$ cat src/rtl/rte_pkg.sv
// Shared types and constants for the routing table engine.
// Used by every module under rtl; depends on nothing.
`default_nettype none

package rte_pkg;

    typedef enum logic [2:0] {
        OP_HELLO  = 3'd0,
        OP_ADD    = 3'd1,
        OP_UPDATE = 3'd2,
        OP_REMOVE = 3'd3,
        OP_READ   = 3'd4
    } t_op;

    typedef enum logic [1:0] {
        ST_OK    = 2'd0,
        ST_FULL  = 2'd1,
        ST_RANGE = 2'd2
    } t_status;

    typedef enum logic [1:0] {
        S_IDLE = 2'd0,
        S_WALK = 2'd1,
        S_FIN  = 2'd2
    } t_state;

    localparam logic [6:0] BATCH_MAX = 7'd127;
    localparam logic [7:0] HELLO_COST = 8'd1;

    typedef struct packed {
        logic [15:0] dest;
        logic [7:0]  cost;
        logic [15:0] hop;
    } t_entry;

    typedef struct packed {
        logic [2:0]  op;
        logic [5:0]  index;
        logic [15:0] dest;
        logic [7:0]  cost;
        logic [15:0] hop;
        logic        batch_last;
    } t_req;

    typedef struct packed {
        logic [15:0] out_dest;
        logic [7:0]  out_cost;
        logic [15:0] out_hop;
        logic [6:0]  entry_count;
        logic        matched;
        t_status     status;
    } t_rsp;

endpackage

`default_nettype wire

$ cat src/rtl/rte_cell.sv
// One table slot of the rotating route ring.
// Takes its neighbour's entry on every shift cycle. Depends on rte_pkg.
`default_nettype none

module rte_cell
    import rte_pkg::*;
(
    input  wire    i_clk,
    input  wire    i_shift,
    input  t_entry i_entry,
    output t_entry o_entry
);

    t_entry r_entry;
    t_entry n_entry;

    always_comb begin
        n_entry = i_shift ? i_entry : r_entry;
    end

    always_ff @(posedge i_clk) begin
        r_entry <= n_entry;
    end

    assign o_entry = r_entry;

endmodule

`default_nettype wire

$ cat src/rtl/rte_ctrl.sv
// Sequencer for the route ring: request decode, one full rotation per
// request that passes the up-front checks, head-of-ring edits and the result register. Depends on rte_pkg.
`default_nettype none

module rte_ctrl
    import rte_pkg::*;
#(
    parameter int TABLE_DEPTH = 64
) (
    input  wire    i_clk,
    input  wire    i_rst_n,
    input  wire    i_in_valid,
    output logic   o_in_ready,
    input  t_req   i_in_data,
    output logic   o_out_valid,
    input  wire    i_out_ready,
    output t_rsp   o_out_data,
    input  t_entry i_head,
    input  t_entry i_next,
    output logic   o_shift,
    output t_entry o_feed
);

    localparam int PW   = $clog2(TABLE_DEPTH);
    localparam int CW   = $clog2(TABLE_DEPTH + 1);
    localparam int CMPW = (CW > 7) ? CW : 7;

    t_state           r_state, n_state;
    t_req             r_req, n_req;
    logic [CW-1:0]    r_count, n_count;
    logic [6:0]       r_batch, n_batch;
    logic [PW-1:0]    r_pos, n_pos;
    logic [PW-1:0]    r_tgt, n_tgt;
    logic             r_found, n_found;
    t_entry           r_cap, n_cap;
    logic             r_out_valid, n_out_valid;
    t_rsp             r_out, n_out;

    logic             accept;
    logic [CMPW-1:0]  idx_ext, cnt_ext, br_ext, rm_pos;
    logic [CW-1:0]    pos_cnt;
    logic             head_live, at_count, at_tgt, last_step, out_free;
    t_entry           new_entry;
    t_rsp             imm_rsp, walk_rsp;
    logic [CW-1:0]    walk_count;

    always_comb begin
        idx_ext   = CMPW'(i_in_data.index);
        cnt_ext   = CMPW'(r_count);
        br_ext    = CMPW'(r_batch);
        rm_pos    = idx_ext - br_ext;
        pos_cnt   = CW'(r_pos);
        head_live = pos_cnt < r_count;
        at_count  = pos_cnt == r_count;
        at_tgt    = r_pos == r_tgt;
        last_step = r_pos == PW'(TABLE_DEPTH - 1);
        out_free  = !r_out_valid || i_out_ready;
        new_entry = '{dest: r_req.dest, cost: r_req.cost, hop: r_req.hop};
    end

    // result of a request that finished its rotation
    always_comb begin
        walk_rsp             = '0;
        walk_rsp.status      = ST_OK;
        walk_count           = r_count;
        unique case (t_op'(r_req.op))
            OP_HELLO: begin
                if (r_found) begin
                    walk_rsp.out_dest = r_req.dest;
                    walk_rsp.out_cost = HELLO_COST;
                    walk_rsp.out_hop  = r_cap.hop;
                    walk_rsp.matched  = 1'b1;
                end else if (r_count == CW'(TABLE_DEPTH)) begin
                    walk_rsp.status = ST_FULL;
                end else begin
                    walk_rsp.out_dest = r_req.dest;
                    walk_rsp.out_cost = HELLO_COST;
                    walk_rsp.out_hop  = r_req.dest;
                    walk_count        = r_count + CW'(1);
                end
            end
            OP_ADD: begin
                walk_rsp.out_dest = r_req.dest;
                walk_rsp.out_cost = r_req.cost;
                walk_rsp.out_hop  = r_req.hop;
                walk_count        = r_count + CW'(1);
            end
            OP_UPDATE: begin
                walk_rsp.out_dest = r_req.dest;
                walk_rsp.out_cost = r_req.cost;
                walk_rsp.out_hop  = r_req.hop;
            end
            OP_REMOVE: begin
                walk_rsp.out_dest = r_cap.dest;
                walk_rsp.out_cost = r_cap.cost;
                walk_rsp.out_hop  = r_cap.hop;
                walk_count        = r_count - CW'(1);
            end
            OP_READ: begin
                walk_rsp.out_dest = r_cap.dest;
                walk_rsp.out_cost = r_cap.cost;
                walk_rsp.out_hop  = r_cap.hop;
            end
            default: begin
            end
        endcase
        walk_rsp.entry_count = 7'(walk_count);
    end

    always_comb begin
        n_state     = r_state;
        n_req       = r_req;
        n_count     = r_count;
        n_batch     = r_batch;
        n_pos       = r_pos;
        n_tgt       = r_tgt;
        n_found     = r_found;
        n_cap       = r_cap;
        n_out       = r_out;
        n_out_valid = r_out_valid;
        o_in_ready  = 1'b0;
        o_shift     = 1'b0;
        o_feed      = i_head;
        accept      = 1'b0;

        imm_rsp             = '0;
        imm_rsp.status      = ST_OK;
        imm_rsp.entry_count = 7'(r_count);

        if (r_out_valid && i_out_ready) begin
            n_out_valid = 1'b0;
        end

        unique case (r_state)
            S_IDLE: begin
                o_in_ready = out_free;
                accept     = i_in_valid && out_free;
                if (accept) begin
                    n_req   = i_in_data;
                    n_pos   = '0;
                    n_found = 1'b0;
                    n_cap   = '0;
                    n_state = S_WALK;
                    unique case (t_op'(i_in_data.op)) inside
                        OP_HELLO: begin
                        end
                        OP_ADD: begin
                            if (r_count >= CW'(TABLE_DEPTH)) begin
                                imm_rsp.status = ST_FULL;
                                n_state        = S_IDLE;
                            end
                        end
                        OP_UPDATE, OP_READ: begin
                            if (idx_ext >= cnt_ext) begin
                                imm_rsp.status = ST_RANGE;
                                n_state        = S_IDLE;
                            end else begin
                                n_tgt = PW'(idx_ext);
                            end
                        end
                        OP_REMOVE: begin
                            if (idx_ext < br_ext || rm_pos >= cnt_ext) begin
                                imm_rsp.status = ST_RANGE;
                                n_state        = S_IDLE;
                            end else begin
                                n_tgt   = PW'(rm_pos);
                                n_batch = (r_batch == BATCH_MAX) ? r_batch
                                                                 : r_batch + 7'd1;
                            end
                            if (i_in_data.batch_last) begin
                                n_batch = '0;
                            end
                        end
                        default: begin
                            n_state = S_IDLE;
                        end
                    endcase
                    if (n_state == S_IDLE) begin
                        n_out_valid = 1'b1;
                        n_out       = imm_rsp;
                    end
                end
            end
            S_WALK: begin
                o_shift = 1'b1;
                n_pos   = r_pos + PW'(1);
                unique case (t_op'(r_req.op))
                    OP_HELLO: begin
                        if (head_live && i_head.dest == r_req.dest) begin
                            o_feed.cost = HELLO_COST;
                            n_found     = 1'b1;
                            if (!r_found) begin
                                n_cap.hop = i_head.hop;
                            end
                        end
                        // all live slots have passed by now, so the match flag is final
                        if (at_count && !r_found) begin
                            o_feed = '{dest: r_req.dest, cost: HELLO_COST, hop: r_req.dest};
                        end
                    end
                    OP_ADD: begin
                        if (at_count) begin
                            o_feed = new_entry;
                        end
                    end
                    OP_UPDATE: begin
                        if (at_tgt) begin
                            o_feed = new_entry;
                        end
                    end
                    OP_REMOVE: begin
                        if (at_tgt) begin
                            n_cap = i_head;
                        end
                        // from the removed slot on, recirculate the following entry
                        if (r_pos >= r_tgt) begin
                            o_feed = i_next;
                        end
                    end
                    OP_READ: begin
                        if (at_tgt) begin
                            n_cap = i_head;
                        end
                    end
                    default: begin
                    end
                endcase
                if (last_step) begin
                    n_state = S_FIN;
                end
            end
            S_FIN: begin
                if (out_free) begin
                    n_out_valid = 1'b1;
                    n_out       = walk_rsp;
                    n_count     = walk_count;
                    n_state     = S_IDLE;
                end
            end
            default: begin
                n_state = S_IDLE;
            end
        endcase
    end

    always_ff @(posedge i_clk) begin
        if (!i_rst_n) begin
            r_state     <= S_IDLE;
            r_count     <= '0;
            r_batch     <= '0;
            r_out_valid <= 1'b0;
        end else begin
            r_state     <= n_state;
            r_count     <= n_count;
            r_batch     <= n_batch;
            r_out_valid <= n_out_valid;
        end
    end

    always_ff @(posedge i_clk) begin
        r_req   <= n_req;
        r_pos   <= n_pos;
        r_tgt   <= n_tgt;
        r_found <= n_found;
        r_cap   <= n_cap;
        r_out   <= n_out;
    end

    assign o_out_valid = r_out_valid;
    assign o_out_data  = r_out;

endmodule

`default_nettype wire

$ cat src/rtl/routing_table_engine.sv
// Routing table engine: packed distance-vector route table held in a ring
// of rte_cell slots, sequenced by rte_ctrl. Depends on rte_pkg.
//
// Usage:
//   Requests enter on i_in_valid / o_in_ready / i_in_data (t_req) and each
//   yields exactly one result on o_out_valid / i_out_ready / o_out_data.
//   Hello, add, update, remove and read rotate the whole ring once, one slot
//   per cycle past the head, and the result is registered once the rotation
//   ends and the result register is free. A rotation passes every slot of the
//   ring, whose depth is fixed by TABLE_DEPTH.
//   Requests rejected up front (full table on add, bad index, unused op) give
//   their result in the cycle after acceptance.
//   One request is in flight at a time; the next one is taken as soon as the
//   engine is idle and the result register is empty or being drained.
//   A stalled receiver holds the result steady; a finished rotation then waits
//   until the result register frees up.
//   Reset empties the table (entry count and batch tally to zero); slot
//   contents are not cleared, as only slots below the entry count are used.
`default_nettype none

module routing_table_engine
    import rte_pkg::*;
#(
    parameter int TABLE_DEPTH = 64
) (
    input  wire  i_clk,
    input  wire  i_rst_n,
    input  wire  i_in_valid,
    output logic o_in_ready,
    input  t_req i_in_data,
    output logic o_out_valid,
    input  wire  i_out_ready,
    output t_rsp o_out_data
);

    t_entry cell_q [TABLE_DEPTH];
    t_entry feed;
    logic   shift;

    rte_ctrl #(
        .TABLE_DEPTH (TABLE_DEPTH)
    ) u_ctrl (
        .i_clk       (i_clk),
        .i_rst_n     (i_rst_n),
        .i_in_valid  (i_in_valid),
        .o_in_ready  (o_in_ready),
        .i_in_data   (i_in_data),
        .o_out_valid (o_out_valid),
        .i_out_ready (i_out_ready),
        .o_out_data  (o_out_data),
        .i_head      (cell_q[0]),
        .i_next      (cell_q[1]),
        .o_shift     (shift),
        .o_feed      (feed)
    );

    for (genvar k = 0; k < TABLE_DEPTH; k++) begin : g_cell
        if (k == TABLE_DEPTH - 1) begin : g_tail
            rte_cell u_cell (
                .i_clk   (i_clk),
                .i_shift (shift),
                .i_entry (feed),
                .o_entry (cell_q[k])
            );
        end else begin : g_body
            rte_cell u_cell (
                .i_clk   (i_clk),
                .i_shift (shift),
                .i_entry (cell_q[k+1]),
                .o_entry (cell_q[k])
            );
        end
    end

endmodule

`default_nettype wire

$ cat config.mk
export PLATFORM = sky130hd
export DESIGN_NAME = routing_table_engine
export DESIGN_NICKNAME = d
export VERILOG_FILES = /design/src/rtl/rte_pkg.sv /design/src/rtl/rte_cell.sv /design/src/rtl/rte_ctrl.sv /design/src/rtl/routing_table_engine.sv
export SDC_FILE = /design/constraint.sdc
export NUM_CORES = 2
export LEC_CHECK = 0
export BUFFER_PORTS_ARGS = -buffer_cell sky130_fd_sc_hd__buf_2
export CAP_MARGIN = 20
export CORE_MARGIN = 8
export CORE_UTILIZATION = 40
export CTS_CLUSTER_SIZE = 12
export DETAILED_ROUTE_END_ITERATION = 7
export GPL_TIMING_DRIVEN = 0
export SYNTH_ARGS = -nofsm -noshare
export SYNTH_HDL_FRONTEND = slang
export SYNTH_HIERARCHICAL = 1
export SYNTH_SLANG_ARGS = --single-unit
$ cat constraint.sdc
create_clock -name i_clk -period 108.9 [get_ports i_clk]
set_input_delay 10.89 -clock i_clk [delete_from_list [all_inputs] [get_ports i_clk]]
set_output_delay 10.89 -clock i_clk [all_outputs]
set_load 0.005 [all_outputs]
* Word level (Yosys, flattened, before mapping)
Index checks and enable logic that the tools add are counted.
** Storage, ports and cells
- Register bits after elaboration :: 2723
- Output and inout bits :: 52
** Operators by class
- Add/sub/neg operators :: 5
- Magnitude comparators :: 6
- Equal/unequal tests :: 32
- Muxes and demuxes :: 61
- Reductions and logical operators :: 28
** Operators by type and width (count)
- 40-bit 2-to-1 mux :: 9
- 40-bit one-hot mux with 4 select lines :: 1
- 50-bit 2-to-1 mux :: 3
- 40-bit one-hot mux with 3 select lines :: 1
- 50-bit one-hot mux with 2 select lines :: 1
- 40-bit one-hot mux with 2 select lines :: 1
- 7-bit 2-to-1 mux :: 5
- 16-bit 2-to-1 mux :: 2
- 16-bit one-hot mux with 2 select lines :: 1
- 24-bit 2-to-1 mux :: 1
- 6-bit one-hot mux with 2 select lines :: 2
- 7-bit one-hot mux with 3 select lines :: 1
- 6-bit 2-to-1 mux :: 3
- 16-bit equality test :: 1
- 1-bit 2-to-1 mux :: 16
- 7-bit by 1-bit adder with 7-bit output (second input constant) :: 2
- 7-bit equality test (second input constant) :: 2
- 6-bit by 7-bit < comparator with 1-bit output :: 2
- 2-bit 2-to-1 mux :: 7
- 3-bit by 2-bit equality test with 1-bit output (second input constant) :: 4
- 2-bit by 1-bit != test with 1-bit output (second input constant) :: 6
- 2-bit != test (second input constant) :: 6
- 2-bit one-hot mux with 3 select lines :: 2
- 4-bit AND reduction :: 3
- other kinds (31) :: 50

* Depth between registers and ports, before layout
- Depth in word-level cells :: 11
- Gate-level depth with buffers :: 16

* By module
Netlist, hierarchy kept.
** Modules (own cells, without submodules)
- rte_cell :: instances 64, cells an instance 40, area an instance 1201.2 um^2, seq. area each 1201.2 um^2
- rte_ctrl :: instances 1, cells an instance 904, area an instance 9380.2 um^2, seq. area each 4724.5 um^2

* Least setup slack after synthesis
No wires, ideal clock.
- Kind :: reg-to-reg
- From :: reg u_ctrl.r_state[1]
- To :: reg u_ctrl.r_found (data pin)
- Arrival :: 69.536 ns
- Data required time :: 94.057 ns
- Setup slack :: 24.521 ns
- Stages on the path, launching flop included :: 4
- Buffers on the path :: 1
- Period minus slack after synthesis :: 84.379 ns
- Path through :: dfxtp_1 nand2b_1 inv_1 clkbuf_1
** Between the ends
- Cells in the longest elaborated chain, start to end :: 2
- Elaborated cells on any way between the ends :: 3
- Classes of those cells :: 1 x eq/ne; 1 x mux; 1 x reduce/logical
** RTL lines
- from (decl) :: line rte_ctrl.sv:28 : t_state r_state, n_state;
- from (signal assigned) :: line rte_ctrl.sv:253 : r_state <= n_state;
- 2-bit by 1-bit equality test with 1-bit output or 2-bit logical NOT (tied branches) :: line rte_ctrl.sv:134 : unique case (r_state)
- 1-bit one-hot mux with 2 select lines (*) :: line rte_ctrl.sv:134
- to (signal assigned) :: line rte_ctrl.sv:264 : r_found <= n_found;
- to (decl) :: line rte_ctrl.sv:34 : logic r_found, n_found;
Every way passes the cells marked *; elsewhere a longest branch is shown, timed or not.
A chain may end at the register's enable or synchronous reset.

* Worst setup path in the final report
- From :: in i_out_ready
- To :: out o_in_ready
** Between the ends
- Cells in the longest elaborated chain, start to end :: 2
** RTL lines
- from (decl) :: line routing_table_engine.sv:32 : input wire i_out_ready,
- 1-bit logical OR :: line rte_ctrl.sv:57 : out_free = !r_out_valid || i_out_ready;
- 1-bit 2-to-1 mux :: line rte_ctrl.sv:134
- to (decl) :: line routing_table_engine.sv:29 : output logic o_in_ready,
No other way between the ends.

==> impl_metrics.tcl <==
set metrics [dict create \
    rr_worst_depth 13 \
    cp.arrival_ns 11.86 \
    netlist_area_mm2 0.08625 \
    reg2reg_to "g_cell[45].g_body.u_cell/o_entry[10]" \
    synthArstFlopShare_pct 0 \
    hold_path.class "reg2reg" \
    netlist-cell-type-count 68 \
    htree_levels 5 \
    grt_pass1_wl_mm 205.6 \
    rows 170 \
    nets 3988 \
    skew_ns 0.04451 \
    ant_nets 0 \
    dpl_cell_area_mm2 0.09151 \
    chipWidth_um 480.4 \
    fin_crit_sh_pct 20.89 \
    drt_iter0_markers 2950 \
    path_cells "buf_2 > nor2b_1 > clkbuf_1 > nor3_1 > buf_2" \
    ctsHoldBuffers 0 \
    core_area_mm2 0.2144 \
    drive_gt1_share_pct 11.88 \
    vias 32560 \
    critical_path_class "in2out" \
    syn_avg_cell_area_um2 24.90 \
    utilization_pct 46.21 \
    floorplan.initialDensity_pct 40.23 \
    layout_common_cells "edfxtp_1 (2706), clkbuf_16 (289), nor2_1 (125)" \
    antenna_found_initial 22 \
    fin_setup_tns_ns 0 \
    dieHeight_um 480.4 \
    period_minus_slack_ns 22.75 \
    finalSetupViolations 0 \
    clock_sinks 2723 \
    synth_top_family_by_area "compound AO/OA/AOI/OAI gates" \
    cts_setup_buffers 0 \
    min_to "g_cell[58].g_body.u_cell/o_entry[7]" \
    fillers 17430 \
    dp_hpwl_mm 78.72 \
    syn_nets 3554 \
    synth_edf_count 2706 \
    slowest_delay_ns 0.33 \
    status "completed" \
    synth_fa_ha_area_share_pct 0.5309 \
    synth-xor-area-share_pct 0.2945 \
    clkTransAtPathRegs_ns 0.06 \
    place.gp.congestion 0.8144 \
    r2r_start "u_ctrl/r_state[1]" \
    leakage_nw 31.29 \
    routed_via_density 4.787 \
    cts_tree "yes" \
    required_ns 98.01 \
    grt.total_usage_pct 11.58 \
    synth-seq-cells 2723 \
    yosysWarnings 6 \
    postCtsResizedCells 0 \
    num_io_pins 106 \
    dr.pass1.iters 8 \
    clk_latency_ns 0.87 \
    drv_cap 0 \
    synth_compound_area_share_pct 2.536 \
    rsz0062_at_grt "false" \
    maxClockFrequency_mhz 43.96 \
    synthSimpleGateAreaFrac_pct 1.539 \
    whs_ns 0.3939 \
    cts_buffers 283 \
    cts_root_buffer "clkbuf_16" \
    post_drt_wl_per_cell_um 19.74 \
    synthMuxAreaShare_pct 0.03626 \
    critPathMaxFanout 8 \
    grt_pass1_vias 32490 \
    drt_wl_total_mm 134.3 \
    fin_area_mm2 0.09908 \
    power_density_mw_per_mm2 21.33 \
    grt_max_degree 77 \
    overflow 0 \
    final_hold_viol_count 0 \
    seq_area_frac_synth_pct 94.60 \
    final_common_cell "edfxtp_1" \
    crit_path_start_kind "input pin" \
    syn2layout_area_growth_pct 14.87 \
    clockBufferDepth 4 \
    max_slew.worst_pin.slew_ns 1.128 \
    syn_inst 3464 \
    cp_slowest_cell "clkbuf_1" \
    die_area_mm2 0.2308 \
    regToRegSetupSlack_ns 103.48 \
    numPortBuffers 105 \
    ys.flop_type "edfxtp_1" \
    hold_depth 0 \
    end_kind "output port" \
    path_common_cell "buf_2" \
    slew_headroom_pct 24.50 \
    drv_slew 0 \
    ir_drop_mv 0.01470 \
    drc 0 \
    hp-start "g_cell[59].g_body.u_cell/o_entry[7]" \
]
layer usage:
metal / vias to the layer above / wire length (µm) / GRT usage (%)
met5: - / 36 / 0
met4: 6 / 6504 / 5.822
met3: 331 / 7845 / 2.980
met2: 819 / 56920 / 15.74
li1: 14760 / - / -
met1: 16640 / 62950 / 17.23
synth_stat cells (all sizes together), types with 12 or more instances:
cell     count  share of area, %
xnor2       23              0.23
a21boi      17              0.15
o22ai       15              0.11
o21ai       28              0.17
nor2       125              0.54
ha          35              0.51
nand3       22              0.13
a222oi      16              0.19
and2        30              0.22
nand2b      14              0.10
buf         12             0.070
a221oi      17              0.17
a2111oi     14              0.14
a22o        14              0.14
inv         43              0.19
a22oi       33              0.29
a221o       15              0.17
clkbuf      47              0.20
nand2       41              0.18
nor3        14             0.087
dfxtp       17              0.39
edfxtp    2706                94
a21oi       49              0.28
through the flow:
stage          cells  setup slack [ns]  power (mW)
2_1_floorplan   3464             24.52       1.468
3_3_place_gp    6407            0.6278       1.554
3_5_place_dp    6451             86.15       1.306
4_1_cts         6794             86.15       2.145
5_1_grt         6797             86.09       2.189
6_report        6801             86.15       2.113
worst max path at each step:
stage	start	depth (start not counted)	slack, ns	endpoint
6_report	i_out_ready	5	86.15	o_in_ready
5_1_grt	i_out_ready	5	86.09	o_in_ready
4_1_cts	i_out_ready	5	86.15	o_in_ready
3_5_place_dp	i_out_ready	5	86.15	o_in_ready
3_3_place_gp	u_ctrl/r_state[1]	3	0.63	u_ctrl/r_found
2_1_floorplan	u_ctrl/r_state[1]	3	24.52	u_ctrl/r_found
where the power goes:
group / internal, mW / switching [mW]
combinational: 0.0141 / 0.0435
clock: 0.479 / 0.350
sequential: 1.21 / 0.0162
total: 1.70 / 0.410
logic make-up (layout without fill, tap and decap cells):
kind of cell | count (synthesis) | after routing
compound gates | 290 | 290
xor+xnor | 29 | 29
simple gates | 281 | 281
fa+ha+maj | 36 | 36
flops | 2723 | 2723
mux | 3 | 3
other cells | 0 | 7
buf+inv | 102 | 594
layout make-up:
class	instances	area (µm²)	share of cell area [%]
diodes	7	17.52	0.01768
plain buffers	59	240.2	0.2425
clock buffers	325	7367	7.435
clock inverters	18	188.9	0.1907
inverters	43	161.4	0.1629
multi-input cells	639	4264	4.304
flip-flops and latches	2723	81600	82.36
well taps	2838	3551	3.584
repair buffers	149	1692	1.707
registers in the layout, summed over array words and instances, names as in the netlist:
signal	cells
u_ctrl/cnt_ext	7
u_ctrl/r_pos	6
u_ctrl/r_req	3
u_ctrl/r_cap	40
u_ctrl/o_out_valid	1
u_ctrl/r_found	1
u_ctrl/r_tgt	6
g_cell.g_tail.u_cell/o_entry	40
u_ctrl/br_ext	7
u_ctrl/r_state	2
u_ctrl/new_entry	40
u_ctrl/o_out_data	50
g_cell.g_body.u_cell/o_entry	2520
worst max-delay path, delay by kind of cell:
| family | cells | cell delay (ns) |
|---|---|---|
| buf+inv | 3 | 0.59 |
| simple gates | 2 | 0.37 |
No activity file was read; power rests on OpenSTA's default activity.
